`src/design/asrc_pkg.sv`:
```
`default_nettype none
package asrc_pkg;

  localparam int DIST_W = 12;
  localparam int SPEED_W = 12;
  localparam int LANE_W = 14;
  localparam int FRIC_W = 10;
  localparam int SAFE_W = 16;
  localparam int ST_W = 2;
  localparam int A_W = 28;
  localparam int B_W = 27;
  localparam int SUM_W = 29;
  localparam int DEN_W = 29;
  localparam int NUM_W = 40;
  localparam int QUO_W = 21;
  localparam int LATENCY = QUO_W + 5;

  localparam logic [15:0] K_REACT = 16'd44145;
  localparam logic [14:0] K_SPEED2 = 15'd20000;
  localparam logic [18:0] K_DEN = 19'd317844;

  localparam logic [SPEED_W-1:0] LANE_BASE = 12'd800;
  localparam logic [SPEED_W-1:0] LANE_KNEE = 12'd1280;
  localparam logic [LANE_W-1:0] LANE_BAND = 14'd320;
  localparam logic [SAFE_W-1:0] SAFE_MAX = 16'hFFFF;

  localparam logic [0:0] REG_FRICTION = 1'b0;
  localparam logic [0:0] REG_SENS = 1'b1;

  localparam logic [1:0] SENS_FAST = 2'd1;
  localparam logic [1:0] SENS_MID = 2'd2;

  localparam logic [ST_W-1:0] ST_SAFE = 2'd0;
  localparam logic [ST_W-1:0] ST_ATTN = 2'd1;
  localparam logic [ST_W-1:0] ST_DANGER = 2'd2;

  typedef struct packed {
    logic [DIST_W-1:0] vdist;
    logic [ST_W-1:0] lstat;
    logic [ST_W-1:0] rstat;
    logic closing;
    logic fzero;
    logic last;
  } side_t;

  typedef struct packed {
    logic valid;
    side_t side;
    logic [DEN_W-1:0] den;
    logic [NUM_W-1:0] rem;
    logic [QUO_W-1:0] quo;
  } div_t;

  function automatic logic [ST_W-1:0] max_st(input logic [ST_W-1:0] a,
                                             input logic [ST_W-1:0] b);
    return (a > b) ? a : b;
  endfunction

endpackage
`default_nettype wire

```
`src/design/asrc_front_end.sv`:
```
`default_nettype none
module asrc_front_end
  import asrc_pkg::*;
(
  input  wire logic clk,
  input  wire logic rst,
  input  wire logic in_valid,
  input  wire logic [SPEED_W-1:0] own_speed,
  input  wire logic [SPEED_W-1:0] lead_speed,
  input  wire logic [DIST_W-1:0] radar_distance,
  input  wire logic [DIST_W-1:0] lidar_distance,
  input  wire logic [DIST_W-1:0] camera_distance,
  input  wire logic [LANE_W-1:0] left_lane_distance,
  input  wire logic [LANE_W-1:0] right_lane_distance,
  input  wire logic last_sample,
  input  wire logic [FRIC_W-1:0] friction,
  input  wire logic [1:0] sensitivity,
  output div_t out
);

  // stage 0: capture
  logic v0;
  logic [SPEED_W-1:0] own0, lead0;
  logic [DIST_W-1:0] rad0, lid0, cam0;
  logic [LANE_W-1:0] left0, right0;
  logic last0;
  logic [FRIC_W-1:0] f0;
  logic [2:0] t2_0;
  logic [2:0] t2_next;

  always_comb begin
    unique case (sensitivity)
      SENS_FAST: t2_next = 3'd2;
      SENS_MID: t2_next = 3'd3;
      default: t2_next = 3'd4;
    endcase
  end

  always_ff @(posedge clk) begin
    if (rst) begin
      v0 <= 1'b0;
    end else begin
      v0 <= in_valid;
    end
    own0 <= own_speed;
    lead0 <= lead_speed;
    rad0 <= radar_distance;
    lid0 <= lidar_distance;
    cam0 <= camera_distance;
    left0 <= left_lane_distance;
    right0 <= right_lane_distance;
    last0 <= last_sample;
    f0 <= friction;
    t2_0 <= t2_next;
  end

  // stage 1: median, lane levels, constant products
  logic [DIST_W-1:0] lo, hi, med;
  logic [SPEED_W-1:0] margin;
  logic [LANE_W-1:0] m_lo, m_hi;
  logic [12:0] tf;
  side_t side_next;

  always_comb begin
    lo = (rad0 < lid0) ? rad0 : lid0;
    hi = (rad0 < lid0) ? lid0 : rad0;
    if (cam0 <= lo) begin
      med = lo;
    end else if (cam0 >= hi) begin
      med = hi;
    end else begin
      med = cam0;
    end
    margin = (own0 > LANE_KNEE) ? (own0 - LANE_KNEE + LANE_BASE) : LANE_BASE;
    m_lo = LANE_W'(margin);
    m_hi = m_lo + LANE_BAND;
    side_next.vdist = med;
    side_next.lstat = (left0 < m_lo) ? ST_DANGER : ((left0 < m_hi) ? ST_ATTN : ST_SAFE);
    side_next.rstat = (right0 < m_lo) ? ST_DANGER : ((right0 < m_hi) ? ST_ATTN : ST_SAFE);
    side_next.closing = own0 > lead0;
    side_next.fzero = (f0 == '0);
    side_next.last = last0;
    tf = 13'(t2_0) * 13'(f0);
  end

  logic v1;
  side_t side1;
  logic [SPEED_W-1:0] own1;
  logic [A_W-1:0] a1;
  logic [B_W-1:0] b1;
  logic [DEN_W-1:0] den1;

  always_ff @(posedge clk) begin
    if (rst) begin
      v1 <= 1'b0;
    end else begin
      v1 <= v0;
    end
    side1 <= side_next;
    own1 <= own0;
    a1 <= A_W'(K_REACT) * A_W'(tf);
    b1 <= B_W'(K_SPEED2) * B_W'(own0);
    den1 <= DEN_W'(K_DEN) * DEN_W'(f0);
  end

  // stage 2: sum of terms
  logic v2;
  side_t side2;
  logic [SPEED_W-1:0] own2;
  logic [SUM_W-1:0] sum2;
  logic [DEN_W-1:0] den2;

  always_ff @(posedge clk) begin
    if (rst) begin
      v2 <= 1'b0;
    end else begin
      v2 <= v1;
    end
    side2 <= side1;
    own2 <= own1;
    sum2 <= SUM_W'(a1) + SUM_W'(b1);
    den2 <= den1;
  end

  // stage 3: numerator = S * (44145*T*F + 20000*S)
  always_ff @(posedge clk) begin
    if (rst) begin
      out.valid <= 1'b0;
    end else begin
      out.valid <= v2;
    end
    out.side <= side2;
    out.den <= den2;
    out.rem <= NUM_W'(own2) * NUM_W'(sum2);
    out.quo <= '0;
  end

endmodule
`default_nettype wire

```
`src/design/asrc_div_stage.sv`:
```
`default_nettype none
module asrc_div_stage
  import asrc_pkg::*;
#(
  parameter int SHIFT = 0
) (
  input  wire logic clk,
  input  wire logic rst,
  input  div_t in,
  output div_t out
);

  localparam int CW = DEN_W + QUO_W;

  logic [CW-1:0] rem_w, den_w, diff;
  logic take;
  logic [QUO_W-1:0] quo_next;

  always_comb begin
    rem_w = CW'(in.rem);
    den_w = CW'(in.den) << SHIFT;
    take = rem_w >= den_w;
    diff = rem_w - den_w;
    quo_next = in.quo;
    quo_next[SHIFT] = take;
  end

  always_ff @(posedge clk) begin
    if (rst) begin
      out.valid <= 1'b0;
    end else begin
      out.valid <= in.valid;
    end
    out.side <= in.side;
    out.den <= in.den;
    out.rem <= take ? NUM_W'(diff) : in.rem;
    out.quo <= quo_next;
  end

endmodule
`default_nettype wire

```
`src/design/asrc_classify.sv`:
```
`default_nettype none
module asrc_classify
  import asrc_pkg::*;
(
  input  wire logic clk,
  input  wire logic rst,
  input  div_t in,
  output logic result_valid,
  output logic [DIST_W-1:0] validated_distance,
  output logic [SAFE_W-1:0] safe_distance,
  output logic [ST_W-1:0] front_status,
  output logic [ST_W-1:0] left_status,
  output logic [ST_W-1:0] right_status,
  output logic [ST_W-1:0] overall_status,
  output logic last_out
);

  logic rem_zero, ge_full, ge_half;
  logic [DIST_W:0] d2;
  logic [SAFE_W-1:0] safe_next;
  logic [ST_W-1:0] front_next;

  always_comb begin
    rem_zero = (in.rem == '0);
    d2 = {in.side.vdist, 1'b0};
    // dist >= X and 2*dist >= X, with X = quo + rem/den
    ge_full = (in.quo[QUO_W-1:DIST_W] == '0) &&
              ((in.side.vdist > in.quo[DIST_W-1:0]) ||
               ((in.side.vdist == in.quo[DIST_W-1:0]) && rem_zero));
    ge_half = (in.quo[QUO_W-1:DIST_W+1] == '0) &&
              ((d2 > in.quo[DIST_W:0]) ||
               ((d2 == in.quo[DIST_W:0]) && rem_zero));
    if (in.side.fzero || (in.quo[QUO_W-1:SAFE_W] != '0)) begin
      safe_next = SAFE_MAX;
    end else begin
      safe_next = in.quo[SAFE_W-1:0];
    end
    if (!in.side.closing) begin
      front_next = ST_SAFE;
    end else if (in.side.fzero) begin
      front_next = ST_DANGER;
    end else if (ge_full) begin
      front_next = ST_SAFE;
    end else if (ge_half) begin
      front_next = ST_ATTN;
    end else begin
      front_next = ST_DANGER;
    end
  end

  always_ff @(posedge clk) begin
    if (rst) begin
      result_valid <= 1'b0;
    end else begin
      result_valid <= in.valid;
    end
    validated_distance <= in.side.vdist;
    safe_distance <= safe_next;
    front_status <= front_next;
    left_status <= in.side.lstat;
    right_status <= in.side.rstat;
    overall_status <= max_st(front_next, max_st(in.side.lstat, in.side.rstat));
    last_out <= in.side.last;
  end

endmodule
`default_nettype wire

```
`src/design/adas_sample_risk_classifier.sv`:
```
// Vehicle sample risk classifier. One request is accepted on every clock
// cycle at which start is high and busy is low; busy is high only while rst
// is asserted. Each request gives exactly one result, shown on the result
// ports for one cycle with result_valid high. The receiver cannot stall
// the block and must take every result when it appears. The pipeline is
// made of four capture and multiply stages, a 21-stage restoring divider
// that produces one quotient bit per stage, and the output register.
// road_friction and sensitivity_level are sampled when a request enters;
// write them only while no request is in flight.
`default_nettype none
module adas_sample_risk_classifier
  import asrc_pkg::*;
(
  input  wire logic clk,
  input  wire logic rst,
  input  wire logic start,
  output logic busy,
  input  wire logic [SPEED_W-1:0] own_speed,
  input  wire logic [SPEED_W-1:0] lead_speed,
  input  wire logic [DIST_W-1:0] radar_distance,
  input  wire logic [DIST_W-1:0] lidar_distance,
  input  wire logic [DIST_W-1:0] camera_distance,
  input  wire logic [LANE_W-1:0] left_lane_distance,
  input  wire logic [LANE_W-1:0] right_lane_distance,
  input  wire logic last_sample,
  input  wire logic cfg_we,
  input  wire logic [0:0] cfg_index,
  input  wire logic [FRIC_W-1:0] cfg_data,
  output logic result_valid,
  output logic [DIST_W-1:0] validated_distance,
  output logic [SAFE_W-1:0] safe_distance,
  output logic [ST_W-1:0] front_status,
  output logic [ST_W-1:0] left_status,
  output logic [ST_W-1:0] right_status,
  output logic [ST_W-1:0] overall_status,
  output logic last_out
);

  logic [FRIC_W-1:0] road_friction;
  logic [1:0] sensitivity_level;

  always_ff @(posedge clk) begin
    if (rst) begin
      road_friction <= FRIC_W'(179);
      sensitivity_level <= 2'd2;
    end else if (cfg_we) begin
      unique case (cfg_index)
        REG_FRICTION: road_friction <= cfg_data;
        REG_SENS: sensitivity_level <= cfg_data[1:0];
        default: ;
      endcase
    end
  end

  assign busy = rst;

  div_t chain [0:QUO_W];

  asrc_front_end u_front (
    .clk(clk),
    .rst(rst),
    .in_valid(start && !busy),
    .own_speed(own_speed),
    .lead_speed(lead_speed),
    .radar_distance(radar_distance),
    .lidar_distance(lidar_distance),
    .camera_distance(camera_distance),
    .left_lane_distance(left_lane_distance),
    .right_lane_distance(right_lane_distance),
    .last_sample(last_sample),
    .friction(road_friction),
    .sensitivity(sensitivity_level),
    .out(chain[0])
  );

  for (genvar i = 0; i < QUO_W; i++) begin : g_div
    asrc_div_stage #(
      .SHIFT(QUO_W - 1 - i)
    ) u_stage (
      .clk(clk),
      .rst(rst),
      .in(chain[i]),
      .out(chain[i+1])
    );
  end

  asrc_classify u_class (
    .clk(clk),
    .rst(rst),
    .in(chain[QUO_W]),
    .result_valid(result_valid),
    .validated_distance(validated_distance),
    .safe_distance(safe_distance),
    .front_status(front_status),
    .left_status(left_status),
    .right_status(right_status),
    .overall_status(overall_status),
    .last_out(last_out)
  );

  a_latency: assert property (@(posedge clk) disable iff (rst)
    result_valid |-> $past(start && !busy, LATENCY))
    else $error("result without a matching request");

  a_reset_clear: assert property (@(posedge clk)
    $past(rst) |-> !result_valid)
    else $error("result strobe right after reset");

  a_front_clear: assert property (@(posedge clk) disable iff (rst)
    (result_valid && ({4'b0, validated_distance} > safe_distance))
    |-> (front_status == ST_SAFE))
    else $error("front risk flagged beyond safe distance");

  a_front_no_attn: assert property (@(posedge clk) disable iff (rst)
    (result_valid && ({4'b0, validated_distance} < (safe_distance >> 1)))
    |-> (front_status != ST_ATTN))
    else $error("attention flagged below half safe distance");

endmodule
`default_nettype wire
```
`config.mk`:
```
export PLATFORM = sky130hd
export DESIGN_NAME = adas_sample_risk_classifier
export DESIGN_NICKNAME = d
export VERILOG_FILES = /design/src/design/asrc_pkg.sv /design/src/design/asrc_front_end.sv /design/src/design/asrc_div_stage.sv /design/src/design/asrc_classify.sv /design/src/design/adas_sample_risk_classifier.sv
export SDC_FILE = /design/constraint.sdc
export NUM_CORES = 2
export LEC_CHECK = 0
export BUFFER_PORTS_ARGS = -buffer_cell sky130_fd_sc_hd__buf_4
export CORE_ASPECT_RATIO = 1.5
export CORE_UTILIZATION = 55
export CTS_CLUSTER_DIAMETER = 30
export DETAILED_ROUTE_END_ITERATION = 8
export PLACE_DENSITY = 0.69
export SYNTH_ARGS = -nofsm -noshare
export SYNTH_HDL_FRONTEND = slang
export SYNTH_SLANG_ARGS = --single-unit
```
`constraint.sdc`:
```
create_clock -name clk -period 19.94 [get_ports clk]
set_input_delay 1.994 -clock clk [delete_from_list [all_inputs] [get_ports clk]]
set_output_delay 1.994 -clock clk [all_outputs]
set_load 0.05 [all_outputs]
```
==> results <==
- The area of the mapped netlist is 108400 µm².
- The smallest clock period supported by the final layout is computed as 8.475 ns.
- The later pin in the worst-skew pair is clocked with a latency of 0.87 ns.
- The tightest min-delay check is of the reg2reg type.
- The tool flagged a number of max-cap violations equal to 0.
- Counting flops and latches in the post-synthesis netlist gives 2464.
- The prevailing post-synth register cell is sky130_fd_sc_hd__dfxtp_1.
- The net count of the finished layout is 12470.
- Wires add up to 271000 µm.
- For the worst setup path, the data arrival time is 9.26 ns.
- The cell area after layout is 124900 µm².
- The detailed placer's ending HPWL is 211700 µm.
- The worst setup path is of the reg2reg kind.
- The die is 545.6 µm tall.
- For the final database, setup skew stands at 0.05212 ns.
- The overall global routing resource usage is 27.18%.
- The number of antenna violations at the first check in global routing was 4.
- The post-synthesis cell count is 10610.
- Post-CTS timing repair inserted 0 buffers for setup.
- The largest individual stage delay along the critical path comes from the cell sky130_fd_sc_hd__dfxtp_1.
- Entering global routing, the biggest net connects 46 pins.
- The first TritonRoute pass finished after 7 iterations.
- Buffers placed on the I/O ports in this run total 142.
- Counting the buffers created by CTS gives 365.
- For the worst setup path, the data required time is 20.73 ns.
- The clock sink total is 2464.
- At the pin with the least slew margin, the transition time is 1.367 ns.
- Using the TritonRoute via totals, the vias-per-cell ratio works out to 5.439.
- Fill cells in the final layout number 15490.
- The largest stage delay on the critical path is 0.69 ns.
- Setup repair after global routing left no endpoint under its margin.
- In the final routed layout, each cell accounts on average for 19.53 µm.
- The die covers 198800 µm².
- The element type at the critical path start is a register.
- The via count of the first global-routing pass is 81620.
- The top cell types in the final layout, fill and taps aside, are sky130_fd_sc_hd__dfxtp_1, sky130_fd_sc_hd__inv_1, sky130_fd_sc_hd__ha_1, sky130_fd_sc_hd__nand2_1, sky130_fd_sc_hd__a21oi_1.
- The number of hold buffers added after cts is 0.
- The clock tree from TritonCTS is built.
- In this run the worst path has a maximum fanout of 13.
- The total count of max-transition violations in the final report is 0.
- Routability-driven placement finished with a final weighted congestion of 0.9696.
- The async set-or-reset flop fraction in the synthesized netlist is 0%.
- The synthesized netlist net count is 12130.
- STA classifies the critical path endpoint as a register.
- The detailed router finished its first iteration with 2935 violations.
- The post-route setup TNS is 0 ns.
- The starting density of the core is 55.29%.
- The flow ran to the end, and the final reports show no timing, DRC or antenna violations.
- Static timing analysis puts the maximum clock frequency at 118.0 MHz.
- The first global-routing pass estimated 419700 µm of wire.
- The CTS clock-pin slew for the worst setup and hold paths is 0.06 ns.
- By instance count, the cell type seen most on the critical path is sky130_fd_sc_hd__fa_1.
- In this run the deepest clock path goes through 4 buffers.
- The most common cell after layout, fill and taps aside is sky130_fd_sc_hd__dfxtp_1.
- Yosys printed 0 warnings.
- The area growth from synthesis to layout is 15.32%.
- The count of flip-flops with a built-in enable after synthesis is 0.
- The total number of placement rows is 199.
- The final hold violation count is 0.
- The normalized max-slew margin is 8.029%.
- The share of the clock period used by the worst path after layout is 42.50%.
- The number of H-tree branching levels is 5.
- The number of antenna-violating nets in the routed design is 0.
- 143 I/O pins were placed.
- The die is 364.4 µm wide.
- The final route contains 75460 vias.
- The number of placed instances with taps included is 13200.
- The number of different library cells used by synthesis comes to 99.
- The setup-violating endpoint count in the final report is 0.
- The count of non-filler cells in the finished layout is 13870.
- The average cell area after synthesis is 10.21 µm².
- The share of layout cells above drive strength 1 is 10.34%.
- The overall overflow remaining after global route is 0.
- The tree is rooted in a sky130_fd_sc_hd__clkbuf_16.
- The post-cts resize count is 0.
- The placeable core area is 196000 µm².
- The sequential share of the synthesized area is 45.53%.
- Summing all placed instances gives a cell area of 112300 µm².
- In the routed design, unresolved DRC markers number 0.
==> critical path, delay by kind of cell (launching register included) <==
| kind | cells | cell delay [ns] |
|---|---|---|
| AO/OA/AOI/OAI | 12 | 2.65 |
| XOR/XNOR | 2 | 0.79 |
| adder cells (fa/ha/maj) | 9 | 3.81 |
| buffers and inverters | 5 | 0.29 |
| flip-flops | 1 | 0.69 |
| AND/OR/NAND/NOR | 1 | 0.16 |
==> layer usage <==
metal	part of all wire (%)	vias to the layer above	track usage (%)
li1	-	36520	-
met1	28	36140	19.80
met2	57	1760	55.68
met3	3.2	1036	3.940
met4	11	0	27.14
met5	0	-	0
==> logic make-up after synthesis <==
logic type                 Yosys count  share of synthesized area (%)
DFF                               2464                          45.53
adders and majority gates         1418                          19.27
buffers and inverters             1498                          5.261
AOI/OAI and AO/OA                 2054                          12.00
and+or+nand+nor                   2313                          10.35
muxes                              267                          2.786
xor gates and xnor gates           595                          4.810
==> synth_stat cells (all sizes together) (20+ instances only) <==
library cell     n  share of area [%]
mux2i           41               0.38
ha            1000                 12
o211ai          34               0.24
buf             44               0.22
a211oi          58               0.40
xor2           204                1.6
o21a           113               0.78
nand2          784                2.7
or3             44               0.25
o31ai           52               0.37
a31oi           48               0.29
or2             41               0.24
nor2           491                1.7
nor4b           21               0.18
o21bai          95               0.66
or4             24               0.17
o21ai          431                2.0
and3            64               0.37
nor2b          126               0.73
xnor2          391                3.2
a21oi          691                3.2
fa             418                7.7
nand2b          90               0.52
mux2           226                2.4
nor4            89               0.51
o31a            29               0.23
a21o           262                1.8
nor3           123               0.57
o2111ai         20               0.16
and2           126               0.73
inv           1282                4.4
dfxtp         2464                 46
clkbuf         171               0.59
nand3          128               0.59
a21boi          25               0.17
nand4           93               0.54
==> area by class of cell <==
type	instances	area (µm²)	area share, %
Clock buffer	434	9869	7.899
Timing Repair Buffer	190	1426	1.142
Antenna cell	6	15.01	0.01202
Tap cell	2613	3269	2.617
Inverter	1283	4816	3.854
Sequential cell	2464	49330	39.48
Clock inverter	235	2785	2.229
Multi-Input combinational cell	6647	53440	42.77
==> flip-flops by register name (all words and copies together), names as in the netlist, 12 cells and up <==
name,flops
u_front.lid0,12
u_front.b1,18
u_front.right0,14
u_front.sum2,29
u_front.cam0,12
u_front.lead0,12
u_class.validated_distance,12
u_front.left0,14
u_front.rad0,12
u_front.own0,12
u_front.den1,27
u_front.own2,12
u_front.out,87
u_front.side2,19
u_front.side1,19
u_front.den2,27
u_front.a1,28
g_div.u_stage.out,2031
u_class.safe_distance,16
u_front.own1,12
==> metrics by stage <==
step / setup slack (ns) / hold WS [ns] / util [%]
after floorplan: 12.45 / 0.3096 / -
after global placement: 11.32 / 0.3096 / 57.30
after detailed placement: 11.38 / 0.3121 / 57.30
after CTS: 11.32 / 0.2928 / 63.76
after global routing: 10.91 / 0.2974 / 63.76
final: 11.47 / 0.2922 / 63.76
==> worst paths after layout <==
path / from / endpoint / slack, ns / cells past startpoint
max reg2reg: u_front.f0[0]$_DFF_P_ / u_front.a1[26]$_DFF_P_ / 11.47 / 29
min reg2reg: u_front.den1[13]$_DFF_P_ / u_front.den2[13]$_DFF_P_ / 0.29 / 0
min: u_front.den1[13]$_DFF_P_ / u_front.den2[13]$_DFF_P_ / 0.29 / 0
max: u_front.f0[0]$_DFF_P_ / u_front.a1[26]$_DFF_P_ / 11.47 / 29
Power is left out: the tool's default activity adds up to more than one toggle a clock period on the data nets, which glitch-free logic cannot reach.
